`src/hdl/threshold_trigger_delay_timer_top_macros.svh`:
```
// ----------------------------------------------------------------------------
// Assertion macros for the threshold trigger delay timer
// Concurrent checks that compile away when SYNTHESIS is defined.
// ----------------------------------------------------------------------------
`ifndef THRESHOLD_TRIGGER_DELAY_TIMER_TOP_MACROS_SVH
`define THRESHOLD_TRIGGER_DELAY_TIMER_TOP_MACROS_SVH

`ifndef SYNTHESIS
// The consequent must hold in the same cycle as the antecedent.
`define TTDT_ASSERT_SAME(label, clk, rstn, ante, cons) \
    label: assert property (@(posedge clk) disable iff (!(rstn)) (ante) |-> (cons)) \
        else $error("assertion failed");
// The consequent must hold in the cycle after the antecedent.
`define TTDT_ASSERT_NEXT(label, clk, rstn, ante, cons) \
    label: assert property (@(posedge clk) disable iff (!(rstn)) (ante) |=> (cons)) \
        else $error("assertion failed");
`else
`define TTDT_ASSERT_SAME(label, clk, rstn, ante, cons)
`define TTDT_ASSERT_NEXT(label, clk, rstn, ante, cons)
`endif

`endif

```
`src/hdl/ttdt_pkg.sv`:
```
// ----------------------------------------------------------------------------
// ttdt_pkg
// Types and constants shared by the threshold trigger delay timer modules.
// ----------------------------------------------------------------------------
`default_nettype none

package ttdt_pkg;

    localparam int SAMPLE_W    = 10;
    localparam int COUNT_W     = 16;
    localparam int HOLD_W      = 24;
    localparam int MODE_W      = 3;
    localparam int STATUS_W    = 3;
    localparam int CFG_INDEX_W = 4;
    localparam int CFG_DATA_W  = 16;

    localparam logic [HOLD_W-1:0] HOLD_TICKS = 24'd4000000;

    // Register indexes on the configuration port.
    localparam logic [CFG_INDEX_W-1:0] CFG_IDX_MODE    = 4'd0;
    localparam logic [CFG_INDEX_W-1:0] CFG_IDX_LEVEL_A = 4'd1;
    localparam logic [CFG_INDEX_W-1:0] CFG_IDX_LEVEL_B = 4'd2;
    localparam logic [CFG_INDEX_W-1:0] CFG_IDX_DELAY   = 4'd3;

    // Trigger modes.
    localparam logic [MODE_W-1:0] MODE_BOTH_FIRST  = 3'd1;
    localparam logic [MODE_W-1:0] MODE_BOTH_SECOND = 3'd2;
    localparam logic [MODE_W-1:0] MODE_NONE        = 3'd3;
    localparam logic [MODE_W-1:0] MODE_MEASURED    = 3'd4;

    // Reset values of the registers.
    localparam logic [MODE_W-1:0]     RESET_MODE    = MODE_BOTH_FIRST;
    localparam logic [SAMPLE_W-1:0]   RESET_LEVEL   = 10'd5;
    localparam logic [COUNT_W-1:0]    RESET_DELAY   = 16'd0;

    // Status codes.
    localparam logic [STATUS_W-1:0] STATUS_IDLE     = 3'd0;
    localparam logic [STATUS_W-1:0] STATUS_WAITING  = 3'd1;
    localparam logic [STATUS_W-1:0] STATUS_ACTIVE   = 3'd2;
    localparam logic [STATUS_W-1:0] STATUS_DONE     = 3'd3;
    localparam logic [STATUS_W-1:0] STATUS_ALREADY  = 3'd4;
    localparam logic [STATUS_W-1:0] STATUS_BAD_MODE = 3'd5;

    typedef struct packed {
        logic                arm;
        logic [SAMPLE_W-1:0] sample_a;
        logic [SAMPLE_W-1:0] sample_b;
    } in_word_t;

    typedef struct packed {
        logic                out_immediate;
        logic                out_delayed;
        logic                arm_lamp;
        logic [STATUS_W-1:0] status;
        logic [COUNT_W-1:0]  measured_count;
        logic [COUNT_W-1:0]  compare_count;
    } out_word_t;

    typedef struct packed {
        logic [MODE_W-1:0]   trigger_mode;
        logic [SAMPLE_W-1:0] level_a;
        logic [SAMPLE_W-1:0] level_b;
        logic [COUNT_W-1:0]  added_delay;
    } cfg_regs_t;

endpackage

`default_nettype wire

```
`src/hdl/ttdt_cfg.sv`:
```
// ----------------------------------------------------------------------------
// ttdt_cfg
// Configuration register file written through the configuration channel.
// ----------------------------------------------------------------------------
`default_nettype none

module ttdt_cfg (
    input  wire logic                              aclk,
    input  wire logic                              aresetn,
    input  wire logic                              cfg_write,
    input  wire logic [ttdt_pkg::CFG_INDEX_W-1:0]  cfg_index,
    input  wire logic [ttdt_pkg::CFG_DATA_W-1:0]   cfg_data,
    output ttdt_pkg::cfg_regs_t                    regs
);
    import ttdt_pkg::*;

    cfg_regs_t regs_reg;

    always_ff @(posedge aclk) begin
        if (!aresetn) begin
            regs_reg.trigger_mode <= RESET_MODE;
            regs_reg.level_a      <= RESET_LEVEL;
            regs_reg.level_b      <= RESET_LEVEL;
            regs_reg.added_delay  <= RESET_DELAY;
        end else if (cfg_write) begin
            // Writes to indexes beyond the register list are dropped.
            case (cfg_index)
                CFG_IDX_MODE:    regs_reg.trigger_mode <= cfg_data[MODE_W-1:0];
                CFG_IDX_LEVEL_A: regs_reg.level_a      <= cfg_data[SAMPLE_W-1:0];
                CFG_IDX_LEVEL_B: regs_reg.level_b      <= cfg_data[SAMPLE_W-1:0];
                CFG_IDX_DELAY:   regs_reg.added_delay  <= cfg_data[COUNT_W-1:0];
                default: begin
                end
            endcase
        end
    end

    assign regs = regs_reg;

endmodule

`default_nettype wire

```
`src/hdl/ttdt_core.sv`:
```
// ----------------------------------------------------------------------------
// ttdt_core
// Run state machine, interval counter and hold timer; one tick per step.
// ----------------------------------------------------------------------------
`default_nettype none

module ttdt_core (
    input  wire logic                 aclk,
    input  wire logic                 aresetn,
    input  wire logic                 step,
    input  ttdt_pkg::in_word_t        word,
    input  ttdt_pkg::cfg_regs_t       regs,
    output ttdt_pkg::out_word_t       result
);
    import ttdt_pkg::*;

    localparam logic [2:0] PH_IDLE      = 3'd0;
    localparam logic [2:0] PH_WAIT_BOTH = 3'd1;
    localparam logic [2:0] PH_WAIT_A4   = 3'd2;
    localparam logic [2:0] PH_TIMING    = 3'd3;
    localparam logic [2:0] PH_DELAY     = 3'd4;
    localparam logic [2:0] PH_HOLD      = 3'd5;

    logic [2:0]         phase_reg, phase_next;
    logic [COUNT_W-1:0] tick_count_reg, tick_count_next;
    logic [COUNT_W-1:0] capture_reg, capture_next;
    logic [COUNT_W-1:0] fire_at_reg, fire_at_next;
    logic [HOLD_W-1:0]  hold_left_reg, hold_left_next;
    logic               imm_reg, imm_next;
    logic               del_reg, del_next;

    logic               ev_a, ev_b;
    logic [COUNT_W-1:0] tick_inc;
    logic [COUNT_W-1:0] fire_calc;
    logic [STATUS_W-1:0] status;

    assign ev_a      = word.sample_a > regs.level_a;
    assign ev_b      = word.sample_b > regs.level_b;
    assign tick_inc  = tick_count_reg + COUNT_W'(1);
    // Twice the interval plus the extra delay, wrapping in 16 bits.
    assign fire_calc = {tick_inc[COUNT_W-2:0], 1'b0} + regs.added_delay;

    always_comb begin
        phase_next      = phase_reg;
        tick_count_next = tick_count_reg;
        capture_next    = capture_reg;
        fire_at_next    = fire_at_reg;
        hold_left_next  = hold_left_reg;
        imm_next        = imm_reg;
        del_next        = del_reg;
        status          = STATUS_IDLE;

        case (phase_reg)
            PH_WAIT_BOTH: begin
                if (ev_a) begin
                    imm_next       = 1'b1;
                    del_next       = 1'b1;
                    hold_left_next = HOLD_TICKS;
                    phase_next     = PH_HOLD;
                end
            end
            PH_WAIT_A4: begin
                if (ev_a) begin
                    imm_next        = 1'b1;
                    tick_count_next = '0;
                    phase_next      = PH_TIMING;
                end
            end
            PH_TIMING: begin
                tick_count_next = tick_inc;
                if (ev_b) begin
                    capture_next = tick_inc;
                    fire_at_next = fire_calc;
                    phase_next   = PH_DELAY;
                    // The match can already occur on the event B tick.
                    if (tick_inc == fire_calc) begin
                        del_next       = 1'b1;
                        hold_left_next = HOLD_TICKS;
                        phase_next     = PH_HOLD;
                    end
                end
            end
            PH_DELAY: begin
                tick_count_next = tick_inc;
                if (tick_inc == fire_at_reg) begin
                    del_next       = 1'b1;
                    hold_left_next = HOLD_TICKS;
                    phase_next     = PH_HOLD;
                end
            end
            PH_HOLD: begin
                if (hold_left_reg <= HOLD_W'(1)) begin
                    hold_left_next = '0;
                    imm_next       = 1'b0;
                    del_next       = 1'b0;
                    phase_next     = PH_IDLE;
                    status         = STATUS_DONE;
                end else begin
                    hold_left_next = hold_left_reg - HOLD_W'(1);
                end
            end
            default: begin
                phase_next = PH_IDLE;
                if (word.arm) begin
                    if (regs.trigger_mode < MODE_BOTH_FIRST ||
                        regs.trigger_mode > MODE_MEASURED) begin
                        status = STATUS_BAD_MODE;
                    end else if (ev_a) begin
                        status = STATUS_ALREADY;
                    end else if (regs.trigger_mode == MODE_NONE) begin
                        status = STATUS_DONE;
                    end else if (regs.trigger_mode == MODE_MEASURED) begin
                        phase_next = PH_WAIT_A4;
                    end else begin
                        phase_next = PH_WAIT_BOTH;
                    end
                end
            end
        endcase

        if (phase_next == PH_WAIT_BOTH || phase_next == PH_WAIT_A4) begin
            status = STATUS_WAITING;
        end else if (phase_next == PH_TIMING || phase_next == PH_DELAY ||
                     phase_next == PH_HOLD) begin
            status = STATUS_ACTIVE;
        end

        result.out_immediate  = imm_next;
        result.out_delayed    = del_next;
        result.arm_lamp       = phase_next != PH_IDLE;
        result.status         = status;
        result.measured_count = capture_next;
        result.compare_count  = fire_at_next;
    end

    always_ff @(posedge aclk) begin
        if (!aresetn) begin
            phase_reg      <= PH_IDLE;
            tick_count_reg <= '0;
            capture_reg    <= '0;
            fire_at_reg    <= '0;
            hold_left_reg  <= '0;
            imm_reg        <= 1'b0;
            del_reg        <= 1'b0;
        end else if (step) begin
            phase_reg      <= phase_next;
            tick_count_reg <= tick_count_next;
            capture_reg    <= capture_next;
            fire_at_reg    <= fire_at_next;
            hold_left_reg  <= hold_left_next;
            imm_reg        <= imm_next;
            del_reg        <= del_next;
        end
    end

endmodule

`default_nettype wire

```
`src/hdl/threshold_trigger_delay_timer_top.sv`:
```
// ----------------------------------------------------------------------------
// threshold_trigger_delay_timer_top
// Threshold trigger with immediate and measured-delay outputs and hold timer.
// ----------------------------------------------------------------------------
`default_nettype none

// Each input word is one timer tick and yields exactly one result word. A
// word is registered on acceptance and is evaluated, once the output
// register can take its result, by a single pass through the run state
// machine, whose result lands in the output register; m_valid rises when
// it is registered, and one word is taken per cycle while results are taken.
// The input and output registers form a two-word pipeline: when the result
// channel stalls while the input register holds a word, s_ready drops in the
// same cycle, and an empty input register takes one more word before the
// input stalls. Configuration writes are always ready and should be issued
// only while no word is in flight.

`include "threshold_trigger_delay_timer_top_macros.svh"

module threshold_trigger_delay_timer_top (
    input  wire logic                              aclk,
    input  wire logic                              aresetn,
    input  wire logic                              s_valid,
    output wire logic                              s_ready,
    input  ttdt_pkg::in_word_t                     s_data,
    output wire logic                              m_valid,
    input  wire logic                              m_ready,
    output ttdt_pkg::out_word_t                    m_data,
    input  wire logic                              cfg_valid,
    output wire logic                              cfg_ready,
    input  wire logic [ttdt_pkg::CFG_INDEX_W-1:0]  cfg_index,
    input  wire logic [ttdt_pkg::CFG_DATA_W-1:0]   cfg_data
);
    import ttdt_pkg::*;

    in_word_t  in_word_reg;
    logic      in_valid_reg;
    out_word_t out_word_reg;
    logic      out_valid_reg;

    cfg_regs_t regs;
    out_word_t step_result;
    logic      advance;
    logic      step;

    assign advance   = !out_valid_reg || m_ready;
    assign step      = in_valid_reg && advance;
    assign s_ready   = !in_valid_reg || advance;
    assign cfg_ready = 1'b1;
    assign m_valid   = out_valid_reg;
    assign m_data    = out_word_reg;

    ttdt_cfg u_cfg (
        .aclk      (aclk),
        .aresetn   (aresetn),
        .cfg_write (cfg_valid),
        .cfg_index (cfg_index),
        .cfg_data  (cfg_data),
        .regs      (regs)
    );

    ttdt_core u_core (
        .aclk    (aclk),
        .aresetn (aresetn),
        .step    (step),
        .word    (in_word_reg),
        .regs    (regs),
        .result  (step_result)
    );

    always_ff @(posedge aclk) begin
        if (!aresetn) begin
            in_valid_reg <= 1'b0;
        end else if (s_ready) begin
            in_valid_reg <= s_valid;
        end
    end

    always_ff @(posedge aclk) begin
        if (s_valid && s_ready) begin
            in_word_reg <= s_data;
        end
    end

    always_ff @(posedge aclk) begin
        if (!aresetn) begin
            out_valid_reg <= 1'b0;
        end else if (advance) begin
            out_valid_reg <= in_valid_reg;
        end
    end

    always_ff @(posedge aclk) begin
        if (step) begin
            out_word_reg <= step_result;
        end
    end

    // Outputs are only ever latched during a run.
    `TTDT_ASSERT_SAME(a_outputs_need_run, aclk, aresetn,
        m_valid && !m_data.arm_lamp,
        !m_data.out_immediate && !m_data.out_delayed)
    // While waiting for event A neither output has been raised.
    `TTDT_ASSERT_SAME(a_waiting_outputs_low, aclk, aresetn,
        m_valid && m_data.status == STATUS_WAITING,
        m_data.arm_lamp && !m_data.out_immediate && !m_data.out_delayed)
    // Without a run the status is never waiting or active.
    `TTDT_ASSERT_SAME(a_idle_status, aclk, aresetn,
        m_valid && !m_data.arm_lamp,
        m_data.status != STATUS_WAITING && m_data.status != STATUS_ACTIVE)
    // Every evaluated word shows up in the output register.
    `TTDT_ASSERT_NEXT(a_step_reaches_output, aclk, aresetn,
        step,
        out_valid_reg)

endmodule

`default_nettype wire
```
`config.mk`:
```
export PLATFORM = sky130hd
export DESIGN_NAME = threshold_trigger_delay_timer_top
export DESIGN_NICKNAME = d
export VERILOG_FILES = /design/src/hdl/ttdt_pkg.sv /design/src/hdl/ttdt_cfg.sv /design/src/hdl/ttdt_core.sv /design/src/hdl/threshold_trigger_delay_timer_top.sv
export VERILOG_INCLUDE_DIRS = /design/src /design/src/hdl
export SDC_FILE = /design/constraint.sdc
export NUM_CORES = 1
export LEC_CHECK = 0
export BUFFER_PORTS_ARGS = -buffer_cell sky130_fd_sc_hd__buf_2
export CORE_ASPECT_RATIO = 0.7
export CORE_UTILIZATION = 45
export DETAILED_ROUTE_END_ITERATION = 12
export GPL_TIMING_DRIVEN = 0
export SYNTH_ARGS = -nofsm -noshare
export SYNTH_HDL_FRONTEND = slang
export SYNTH_SLANG_ARGS = --single-unit
```
`constraint.sdc`:
```
create_clock -name aclk -period 5.45 [get_ports aclk]
set_input_delay 1.3625 -clock aclk [delete_from_list [all_inputs] [get_ports aclk]]
set_output_delay 1.3625 -clock aclk [all_outputs]
set_load 0.01 [all_outputs]
```
; Word level (Yosys, flattened, before mapping)
; Index checks and enable logic that the tools add are counted.
[word_totals]
word_cells = 117
regBits = 177
input_bits = 46
out_inout_bits = 41
[op_classes]
mux = 40
reduce_logical = 24
addsub = 3
n_eq_ne = 22
magnitude_cmp = 5
[ops]
columns = op, n
row1 = 24-bit two-way mux, 5
row2 = 24-bit one-hot mux with 4 select lines, 1
row3 = 16-bit two-way mux, 5
row4 = 3-bit two-way mux, 12
row5 = 16-bit equality test, 2
row6 = 16-bit one-hot mux with 2 select lines, 1
row7 = 24-bit by 1-bit <= comparator with 1-bit output (second input constant), 1
row8 = 24-bit by 1-bit subtractor with 24-bit output (second input constant), 1
row9 = 10-bit > comparator, 2
row10 = 16-bit by 1-bit adder with 16-bit output (second input constant), 1
row11 = 16-bit adder, 1
row12 = 3-bit by 2-bit equality test with 1-bit output (second input constant), 5
row13 = 3-bit equality test (second input constant), 5
row14 = 3-bit one-hot mux with 5 select lines, 1
row15 = 2-bit by 1-bit != test with 1-bit output (second input constant), 5
row16 = 4-bit by 2-bit equality test with 1-bit output (second input constant), 2
row17 = 1-bit two-way mux, 8
row18 = 2-bit two-way mux, 4
row19 = 2-bit AND reduction, 4
row20 = 3-bit by 1-bit equality test with 1-bit output (second input constant), 2
row21 = 1-bit logical OR, 6
row22 = 3-bit one-hot mux with 2 select lines, 1
row23 = 6-bit AND reduction, 1
row24 = 2-bit OR reduction, 3
row25 = 13 further kinds, 15

; Depth between registers and ports, before layout
; Gate-level depths: netlist of run 1.
[depth]
ltp_word = 11
mapped_depth = 19
ltp_nobuf = 15

; By module
; From an unflattened synthesis of run 1, not the netlist that was laid out.
[hier_totals]
cells_unflattened = 1072
area_unflattened_um2 = 9781.9
[by_module_without_submodules]
columns = module, area_each_um2, seq_area_each_um2, n_inst, cells_each
row1 = ttdt_core, 6369.9, 1541.5, 1, 851
row2 = threshold_trigger_delay_timer_top, 1886.8, 1811.7, 1, 70
row3 = ttdt_cfg, 1525.2, 780.7, 1, 151

; Worst setup path before layout of run 1
; OpenSTA, ideal clock, no wires.
[synth_path]
path_kind = input port to flip-flop
startpoint = in m_ready
endpoint = reg out_word_reg, in the netlist m_data[0] (enable)
setup_time_ps = 417
t_required_ps = 5033
n_path_buf = 3
cell_stages = 6
setup_slack_ps = 1512
t_arrival_ps = 3521
cell_sequence = nor2b_1 nand2b_1 clkbuf_1 inv_1 buf_1 clkbuf_1
[synth_between]
elab_chain_cells = 2
[synth_rtl]
columns = item, line
row1 = "start, declared", threshold_trigger_delay_timer_top.sv:27  ; input wire logic m_ready,
row2 = 1-bit logical OR, threshold_trigger_delay_timer_top.sv:46  ; assign advance = !out_valid_reg || m_ready;
row3 = 1-bit logical AND, threshold_trigger_delay_timer_top.sv:47  ; assign step = in_valid_reg && advance;
row4 = net step, threshold_trigger_delay_timer_top.sv:44  ; logic step;
row5 = "end signal, assigned", threshold_trigger_delay_timer_top.sv:95  ; out_word_reg <= step_result;
row6 = "end, declared", threshold_trigger_delay_timer_top.sv:38  ; out_word_t out_word_reg;
; The timed path passes the listed nets, and every way through them passes these cells.
; A chain may end at the register's enable or synchronous reset.

; Worst setup path in the final report of run 1
[layout_path]
startpoint = reg u_core.tick_count_reg[3]
endpoint = reg u_core.hold_left_reg[13]
[layout_between]
elab_chain_cells = 5
word_cells_on_any_way = 7
classes_between = 2 x add/sub / 4 x eq/ne / 1 x reduce/logical
[layout_rtl]
columns = item, line
row1 = "start, declared", ttdt_core.sv:25  ; logic [COUNT_W-1:0] tick_count_reg, tick_count_next;
row2 = "start signal, assigned", ttdt_core.sv:147  ; tick_count_reg <= tick_count_next;
row3 = 16-bit by 1-bit adder with 16-bit output *, ttdt_core.sv:39  ; assign tick_inc = tick_count_reg + COUNT_W'(1);
row4 = 16-bit adder, ttdt_core.sv:41  ; assign fire_calc = {tick_inc[COUNT_W-2:0], 1'b0} + regs.added_delay;
row5 = 16-bit equality test, ttdt_core.sv:76  ; if (tick_inc == fire_calc) begin
row6 = 2-bit by 1-bit != test with 1-bit output (no line), -
row7 = 6-bit AND reduction (no line) *, -
row8 = "end signal, assigned", ttdt_core.sv:150  ; hold_left_reg <= hold_left_next;
row9 = "end, declared", ttdt_core.sv:28  ; logic [HOLD_W-1:0] hold_left_reg, hold_left_next;
; Mark *: on every way between the ends. The rest lies on a longest branch, timed or not.

==> results of run 1 <==
cells in the final DEF, fill, tap and decap left out, types with 9 or more instances in the layout:
cell / count
edfxtp_1: 59
and2_1: 9
ha_1: 37
inv_1: 43
a41oi_1: 9
dfxtp_1: 118
a211oi_1: 10
a21oi_1: 75
xor2_1: 17
nor2_1: 124
xnor2_1: 35
o21ai_0: 54
nand3_1: 26
clkbuf_1: 42
nor3_1: 23
mux2_2: 11
buf_2: 94
a31oi_1: 13
clkbuf_16: 17
mux2i_1: 53
and3_1: 9
nand2_1: 104
nand4_1: 13
or3_1: 15
Yosys cell counts, types with 5 or more instances:
master    instances
mux2_2           11
o21a_1            8
and2_1            9
nand3_1          26
or4_1             6
dfxtp_1         118
a31oi_1          13
clkbuf_1         42
buf_2             9
a41oi_1           9
nor4_1            8
o21ai_1           7
inv_1            43
nand4_1          13
nor2b_1           6
a22oi_1           5
edfxtp_1         59
a211oi_1         11
o21ai_0          54
xnor2_1          35
nor2_1          124
nand2b_1          6
nor3_1           23
mux2i_1          53
a21oi_1          75
xor2_1           20
and3_1            9
nand2_1         104
a21o_1            8
ha_1             37
or3_1            15
stage by stage:
step	util	total power [W]	hold slack (ns)	setup WS [ns]	area [um^2]
final	0.5282	0.002900	0.4567	0.1962	10960
after detailed placement	0.4979	0.001693	0.4483	0.04979	10330
after floorplan	-	0.001599	0.4338	1.512	9542
after global routing	0.5282	0.002999	0.4754	-0.01943	10960
after CTS	0.5262	0.002918	0.4573	0.07819	10920
after global placement	0.4969	0.001691	0.4386	0.009840	10310
worst max path at each step:
stage	start	to	slack, ns
after CTS	u_core.tick_count_reg[8]	u_core.hold_left_reg[13]	0.08
after detailed placement	u_core.tick_count_reg[1]	u_core.hold_left_reg[12]	0.05
final	u_core.tick_count_reg[3]	u_core.hold_left_reg[13]	0.20
after global placement	u_core.tick_count_reg[1]	u_core.hold_left_reg[14]	0.01
after global routing	u_core.tick_count_reg[1]	u_core.hold_left_reg[12]	-0.02
after floorplan	m_ready	m_data[0]	1.51
routing by layer:
| metal | GRT usage | vias up | wire length [um] |
|---|---|---|---|
| met3 | 0.06044 | 20 | 2259 |
| met1 | 0.3808 | 3728 | 13180 |
| met5 | 0 | - | 0 |
| li1 | - | 3991 | - |
| met2 | 0.3386 | 324 | 10050 |
| met4 | 0.06413 | 0 | 257 |
worst max-delay path: cells and delay by family, from the launching register on:
kind                     cells  cell delay (ns)
adder cells (fa/ha/maj)      1             0.34
buffers and inverters        5             1.18
flip-flops                   1             0.30
AO/OA/AOI/OAI                5             1.14
XOR/XNOR                     3             0.80
AND/OR/NAND/NOR              4             1.34
cells by family after synthesis:
logic type / share of synthesized area
compound gates: 0.1650
mux: 0.06976
other cells: 0.0003930
xor+xnor: 0.05770
fa+ha+maj: 0.05062
buf+inv: 0.04209
simple gates: 0.1812
flops: 0.4333
power by group through the flow:
stage / Combinational, W / Clock, W / Sequential (W)
global placement: 0.000245 / 0 / 0.00145
finish: 0.000251 / 0.00123 / 0.00141
floorplan: 0.000149 / 0 / 0.00145
CTS: 0.000249 / 0.00125 / 0.00142
detailed placement: 0.000248 / 0 / 0.00144
global route: 0.000279 / 0.00130 / 0.00142
timing repair:
| action | CTS | global route |
|---|---|---|
| endpoints found under the setup margin | 6 | 27 |
| pin swaps | 0 | 1 |
| hold buffers | 0 | 0 |
| resized for setup | 1 | 3 |
| hold endpoints to repair | 0 | 0 |
| setup buffers | 0 | 3 |
area by class of cell:
cell class | instances | area [um^2] | share of cell area
Multi-Input combinational cell | 775 | 5034 | 0.4591
Clock inverter | 12 | 122.6 | 0.01118
Tap cell | 276 | 345.3 | 0.03150
Timing Repair Buffer | 89 | 467.9 | 0.04268
Buffer | 56 | 230.2 | 0.02100
Clock buffer | 20 | 456.7 | 0.04166
Inverter | 46 | 172.7 | 0.01575
Sequential cell | 177 | 4134 | 0.3771
==> flow_results.org, run 1 <==
** Run status
- Outcome :: complete, no violations

** Clock network
- Skew-Pair Late Insertion Delay :: 0.45 ns
- CTS built an H-tree with a depth of 4.
- Reg clk slew, reported paths :: 0.07 ns
- TritonCTS built the clock tree.
- Counting along the longest clock path gives a buffer depth of 2.
- Clock tree synthesis found a total of 177 sinks.
- Number of clock buffers inserted by TritonCTS :: 17
- The tree is rooted in a clkbuf_16.

** STA
- Post-layout min period :: 5.254 ns
- For the pin with the worst max-slew slack, the measured transition is 1.237 ns.
- Hold Vio Cnt, Final :: 0
- Measured against its own limit, the worst slew margin works out to 0.1689.
- Setup TNS :: 0 ns
- Final worst path period share :: 0.9640
- The number of slew-limit violations in the final report is 0.
- Based on the critical path, the design can be clocked at up to 190.3 MHz.
- Setup violations remaining at the end of the flow were counted as 0.
- On the final layout, the worst clock skew is 0.01055 ns.

** Floorplan
- After floorplanning, the core was sized to cover 20750 um^2.
- For this configuration, the core starts out at a cell density of 0.4597.
- Measured along the x axis, the die boundary spans 176.0 um.
- 87 I/O pins were placed.
- Area of the die :: 21800 um^2
- The initialized floorplan defines 44 standard-cell rows.
- From bottom edge to top edge, the die measures 123.8 um.

** Pwr
- The share of total power dissipated in sequential elements is 0.488.
- Power per standard cell area :: 264.5 nW/um^2
- Of the total power, combinational logic draws 0.087.
- Portion of total power attributed to the clock network :: 0.425
- P_int :: 0.002151 W
- Leakage power of the design :: 4.616 nW
- Switching part of the total :: 0.2580
- Psw :: 0.0007483 W
- Peak supply drop :: 0.2316 mV

** Min path
- The worst hold path terminates at u_core.capture_reg[0].
- Counting instances, the worst hold path has a depth of 2.
- Hold path start :: u_core.capture_reg[0]
- The min-delay analysis places its worst path in the category reg2reg.

** Global routing
- The via count of the first global-routing pass is 7259.
- The first global-routing pass estimated 40.84 mm of wire.
- Initial antenna violation count :: 0
- GR Overflow Total :: 0
- Total Routing Usage GR :: 0.2478
- Entering global routing, the biggest net connects 36 pins.

** Detailed routing
- Vias per std cell :: 5.557
- Summed over all layers, the routed wires come to 25.75 mm.
- In this run the remaining antenna-violating nets after routing total 0.
- The routed layout has 8063 vias.
- After detailed routing, the average wire length per cell comes to 17.74 um.
- The first routing iteration left 840 violations.
- The first TritonRoute pass finished after 6 iterations.
- DRC viols :: 0

** Critical path
- The worst setup path is captured at a register.
- The startpoint identified for the worst register-to-register timing path is u_core.tick_count_reg[3].
- For this design, the slowest cell found on the critical path is or4_1.
- The worst register-to-register path ends at u_core.hold_left_reg[13].
- Cell Chain, Critical Path :: buf_2 -> nand3_1 -> nor3_1 -> xnor2_1 -> inv_1 -> ha_1 -> clkbuf_1 -> a21oi_1 -> o21a_1 -> o31a_1 -> o21ai_1 -> xnor2_1 -> xnor2_1 -> or4_1 -> buf_2 -> nand2_2 -> buf_4 -> a41oi_1
- The worst setup path is launched from a register.
- CP Data Arrival Time :: 5.55 ns
- Of all nets on the critical path, the largest fanout is 10.
- CP most frequent cell :: xnor2_1
- Required time reported for the critical path endpoint :: 5.75 ns
- The number of cells on the worst reg-to-reg path is 18.
- The setup check on the worst reg-to-reg path leaves a slack of 0.20 ns.
- The critical path is of the reg2reg type.
- For this run, the slowest stage of the critical path takes 0.60 ns.

** Placement
- Final weighted congestion of routability-driven global placement :: 0.9280
- Number of instances in the placed design :: 1416
- The wire-length estimate of the detail-placed layout is 19.17 mm.
- Count of input and output buffers :: 85

** Synthesis
- After technology mapping, the gate count stands at 1054.
- Summed over all instances, the cell type with the most area after synthesis is dfxtp_1.
- In this run, synthesis inferred 59 flip-flops with an integrated enable.
- The average instance in the mapped netlist occupies 9.053 um^2.
- Warnings, synthesis :: 0
- Mapped Nets :: 1138
- Async set or reset register ratio after synthesis :: 0
- Portion of the post-synthesis area used by sequential elements :: 0.4333
- Fraction of post-synthesis cell area in the top cell type by area :: 0.2476
- The synthesized netlist occupies a cell area of 9542 um^2.
- After synthesis the netlist holds a flip-flop and latch count of 177.
- Most used flip-flop cell after synthesis :: dfxtp_1
- Unique masters post-synth :: 80
- Sorting the synthesized cells by area gives the leading types as dfxtp_1 (25%), edfxtp_1 (19%), mux2i_1 (5.6%).

** Layout
- In the final layout, the share of cells above drive strength 1 is 0.1370.
- Number of fillers in the final layout :: 1933
- The register with the most flip-flops in the layout has 39 of them.
- Excluding fillers, the count of instances in the completed layout stands at 1451.
- The area growth from synthesis to layout is 14.90%.
- At the end of the flow, the number of nets in the layout was 1246.
- Antenna Cells :: 0

** Job
- Max-cap violations in this run came to 0.
Note: power is estimated with default switching activity, not from simulation.
==> run 2: changes to the inputs <==
Settings changed: BUFFER_PORTS_ARGS -buffer_cell sky130_fd_sc_hd__buf_2 to -buffer_cell sky130_fd_sc_hd__clkbuf_2, CAP_MARGIN set to 20, RECOVER_POWER set to 50.
==> run 2 against run 1 <==
  * Clock skew about the same
  * Register-to-register slack barely moved
  * Power is 1.9% higher
  * Critical endpoint is now u_core.hold_left_reg[12]
==> flow_results.org, run 2 (synthesized netlist as in run 1, its figures left out) <==
** Run status
- Outcome :: complete, no violations (unchanged)

** Detailed routing
- Violation count after the first detailed-route iteration :: 759 (was 840)
- The number of remaining DRC errors came to 0 (unchanged).
- The routed wirelength normalized by instance count came to 17.75 um (was 17.74 um).
- The detailed-route vias per instance is 5.556 (was 5.557).
- Number of iterations in the first detailed-routing pass :: 5 (was 6)
- Via count of the routed design :: 8062 (was 8063)
- The post-detailed-routing wire length is 25.75 mm (about the same).
- Detail Route Antenna Nets :: 0 (unchanged)

** Critical path
- Largest stage delay, worst path :: 0.53 ns (was 0.60 ns)
- Worst Reg2Reg Path Length in Cells :: 18 (unchanged)
- The category of the worst setup path capture point is a register (unchanged).
- The required time of the critical path came to 5.75 ns (about the same).
- Startpoint type of the worst setup path :: register (unchanged)
- RR Endpoint :: u_core.hold_left_reg[12] (was u_core.hold_left_reg[13])
- The slowest stage cell on the critical path was or4_1 (unchanged).
- Cell Chain, Critical Path :: ha_1 -> nand4_1 -> nor3_2 -> xnor2_1 -> inv_1 -> ha_1 -> clkbuf_1 -> and4_1 -> o21ai_0 -> a21o_1 -> a211oi_2 -> xnor2_1 -> nand4_1 -> or4_1 -> buf_2 -> nand2_2 -> buf_4 -> a41oi_1 (was buf_2 -> nand3_1 -> nor3_1 -> xnor2_1 -> inv_1 -> ha_1 -> clkbuf_1 -> a21oi_1 -> o21a_1 -> o31a_1 -> o21ai_1 -> xnor2_1 -> xnor2_1 -> or4_1 -> buf_2 -> nand2_2 -> buf_4 -> a41oi_1)
- Worst setup path class :: reg2reg (unchanged)
- Worst-path fanout max :: 10 (unchanged)
- Flop2flop setup slack :: 0.19 ns (was 0.20 ns)
- The data arrival time of the critical path came to 5.56 ns (was 5.55 ns).
- The worst setup path endpoint is u_core.hold_left_reg[12] (was u_core.hold_left_reg[13]).
- The buffering stage count on the worst path with inverters included is 4 (was 5).
- The critical path's top delay family was simple AND/OR/NAND/NOR gates (unchanged).
- The timing startpoint of the critical path is u_core.tick_count_reg[1] (was u_core.tick_count_reg[3]).
- The critical path depth was 18 (unchanged).
- The origin of the critical flop-to-flop path is u_core.tick_count_reg[1] (was u_core.tick_count_reg[3]).

** Placement
- Final weighted congestion of routability-driven global placement :: 0.9304 (was 0.9280)
- The pre-CTS worst setup slack was -0.01419 ns (was 0.04979 ns).
- The detailed placement HPWL is 19.39 mm (was 19.17 mm).
- The placed cell count was 1417 (was 1416).
- Count of input and output buffers :: 85 (unchanged)

** Clock network
- The clock tree root buffer cell is clkbuf_16 (unchanged).
- Hold_buf cts :: 0 (unchanged)
- Clk sinks :: 177 (unchanged)
- Max H-tree Level :: 4 (unchanged)
- The clock latency at the later pin of the worst-skew pair came to 0.45 ns (about the same).
- The number of buffers added by the clock tree synthesis step came to 17 (unchanged).
- The TritonCTS clock tree is done (unchanged).
- Reg clk slew, reported paths :: 0.08 ns (was 0.07 ns)
- Maximum count of clock buffers along a single path :: 2 (unchanged)

** Pwr
- Switching part of the total :: 0.2736 (was 0.2580)
- The cell-internal power is 0.002146 W (was 0.002151 W).
- Power per standard cell area :: 269.7 nW/um^2 (was 264.5 nW/um^2)
- Gate power share :: 0.084 (was 0.087)
- Leakage power of the design :: 4.535 nW (was 4.616 nW)
- Psw :: 0.0008083 W (was 0.0007483 W)
- The sequential cell fraction of total power came to 0.479 (was 0.488).
- Portion of total power attributed to the clock network :: 0.438 (was 0.425)
- The worst ir drop on vdd came to 0.2035 mV (was 0.2316 mV).

** Layout
- Most frequent standard cell in the layout excluding fill and tap cells :: nor2_1 (unchanged)
- The flip-flop count of the largest register, all copies and words added is 39 (unchanged).
- The post-synthesis to final-layout area growth came to 14.81% (was 14.90%).
- Leading cell types in the layout, fill and taps excluded :: nor2_1 (123), dfxtp_1 (118), nand2_1 (104), clkbuf_1 (84), a21oi_1 (75) (was nor2_1 (124), dfxtp_1 (118), nand2_1 (104), buf_2 (94), a21oi_1 (75))
- The count of antenna diodes in the layout came to 0 (unchanged).
- The proportion of layout cells with a drive suffix above 1 is 0.1047 (was 0.1370).
- The filler-free cell count of the finished design was 1451 (unchanged).
- The final net count is 1246 (unchanged).

** STA
- Worst-Margin Slew :: 1.328 ns (was 1.237 ns)
- Hold Vio Cnt, Final :: 0 (unchanged)
- The final number of setup-violating endpoints is 0 (unchanged).
- Final worst path period share :: 0.9658 (was 0.9640)
- The worst slew margin relative to its limit came to 0.1142 (was 0.1689).
- Worst Slack Setup Final :: 0.1861 ns (was 0.1962 ns)
- The number of slew-limit violations in the final report was 0 (unchanged).
- Worst Clk Skew :: 0.01026 ns (was 0.01055 ns)
- The maximum frequency from static timing analysis came to 190.0 MHz (was 190.3 MHz).
- The final critical-path required period was 5.264 ns (was 5.254 ns).

** Global routing
- The global-route wire length before repair was 40.55 mm (was 40.84 mm).
- Initial antenna violation count :: 0 (unchanged)
- Maximum number of pins on one net before global-route repair :: 36 (unchanged)
- The via count of the first global-routing pass was 7175 (was 7259).
- Total Routing Usage GR :: 0.2462 (was 0.2478)
- The total global routing overflow is 0 (unchanged).

** Floorplan
- Area of the die :: 21800 um^2 (unchanged)
- The chip width was 176.0 um (unchanged).
- Die span in y :: 123.8 um (unchanged)
- The number of rows in the core area was 44 (unchanged).
- The core box area is 20750 um^2 (unchanged).
- The number of placed I/O pins came to 87 (unchanged).
- The initial core utilization is 0.4597 (unchanged).

** Min path
- The kind of path behind the tightest hold check was reg2reg (unchanged).

** Job
- Max_cap viols :: 0 (unchanged)
-- run 2: changes by cell type in the layout (fill, tap and decap cells not counted), sizes merged --
cell,delta
inv,+6
buf,-87
clkinv,-2
clkinvlp,-1
clkbuf,+84
-- run 2: how the worst min path moves through the flow --
| stage | slack [ns] | start | to | depth (start not counted) |
|---|---|---|---|---|
| after floorplan | 0.43 | u_core.capture_reg[13] | u_core.capture_reg[13] | 2 |
| after global placement | 0.44 | u_core.capture_reg[13] | u_core.capture_reg[13] | 2 |
| after detailed placement | 0.45 | u_core.capture_reg[14] | u_core.capture_reg[14] | 2 |
| after CTS | 0.46 | u_core.capture_reg[14] | u_core.capture_reg[14] | 2 |
| after global routing | 0.48 | u_core.capture_reg[4] | u_core.capture_reg[4] | 2 |
| final | 0.46 | u_core.capture_reg[0] | u_core.capture_reg[0] | 2 |
-- run 2: cell type report --
cell class              instances  area [um^2]
fillers                      1961         9801
multi-input cells             775         5051
flip-flops and latches        177         4134
clock buffers                  17        425.4
repair buffers                 89        414.1
well taps                     276        345.3
plain buffers                  56        230.2
clock inverters                15        181.4
inverters                      46        172.7
-- run 2: layer usage --
metal,part of all wire,vias to the layer above,GRT usage
met5,0,-,0
met4,0.011,0,0.06902
met3,0.068,23,0.04731
met2,0.40,261,0.3425
met1,0.52,3772,0.3800
li1,-,4006,-
-- run 2: stage by stage --
step	total power (W)	hold WS [ns]	cell area, um^2	setup TNS (ns)	util
2_1_floorplan	0.001599	0.4338	9542	0	-
3_5_place_dp	0.001694	0.4492	10340	-0.01419	0.4981
6_report	0.002955	0.4597	10950	0	0.5278
5_1_grt	0.003052	0.4783	10950	-0.02547	0.5278
4_1_cts	0.002972	0.4608	10950	0	0.5277
3_3_place_gp	0.001691	0.4391	10310	0	0.4969
-- run 2: power by group through the flow --
stage	combinational, W	sequential [W]	clock, W
after floorplan	0.000149	0.00145	0
after global placement	0.000245	0.00145	0
after detailed placement	0.000248	0.00145	0
after CTS	0.000250	0.00142	0.00131
after global routing	0.000275	0.00142	0.00136
final	0.000247	0.00141	0.00129
-- run 2: worst register-to-register path: stages (launching register included) --
cell      delay, ns
dfxtp_1        0.39
ha_1           0.30
nand4_1        0.30
nor3_2         0.35
xnor2_1        0.27
inv_1          0.24
ha_1           0.33
clkbuf_1       0.29
and4_1         0.30
o21ai_0        0.11
a21o_1         0.18
a211oi_2       0.45
xnor2_1        0.21
nand4_1        0.11
or4_1          0.53
buf_2          0.23
nand2_2        0.18
buf_4          0.22
a41oi_1        0.14
-- run 2: timing repair --
| item | 4_1_cts | 5_1_grt |
|---|---|---|
| buffers inserted | 0 | 2 |
| pin swaps | 0 | 1 |
| endpoints found under the setup margin | 5 | 28 |
| resized for setup | 1 | 6 |
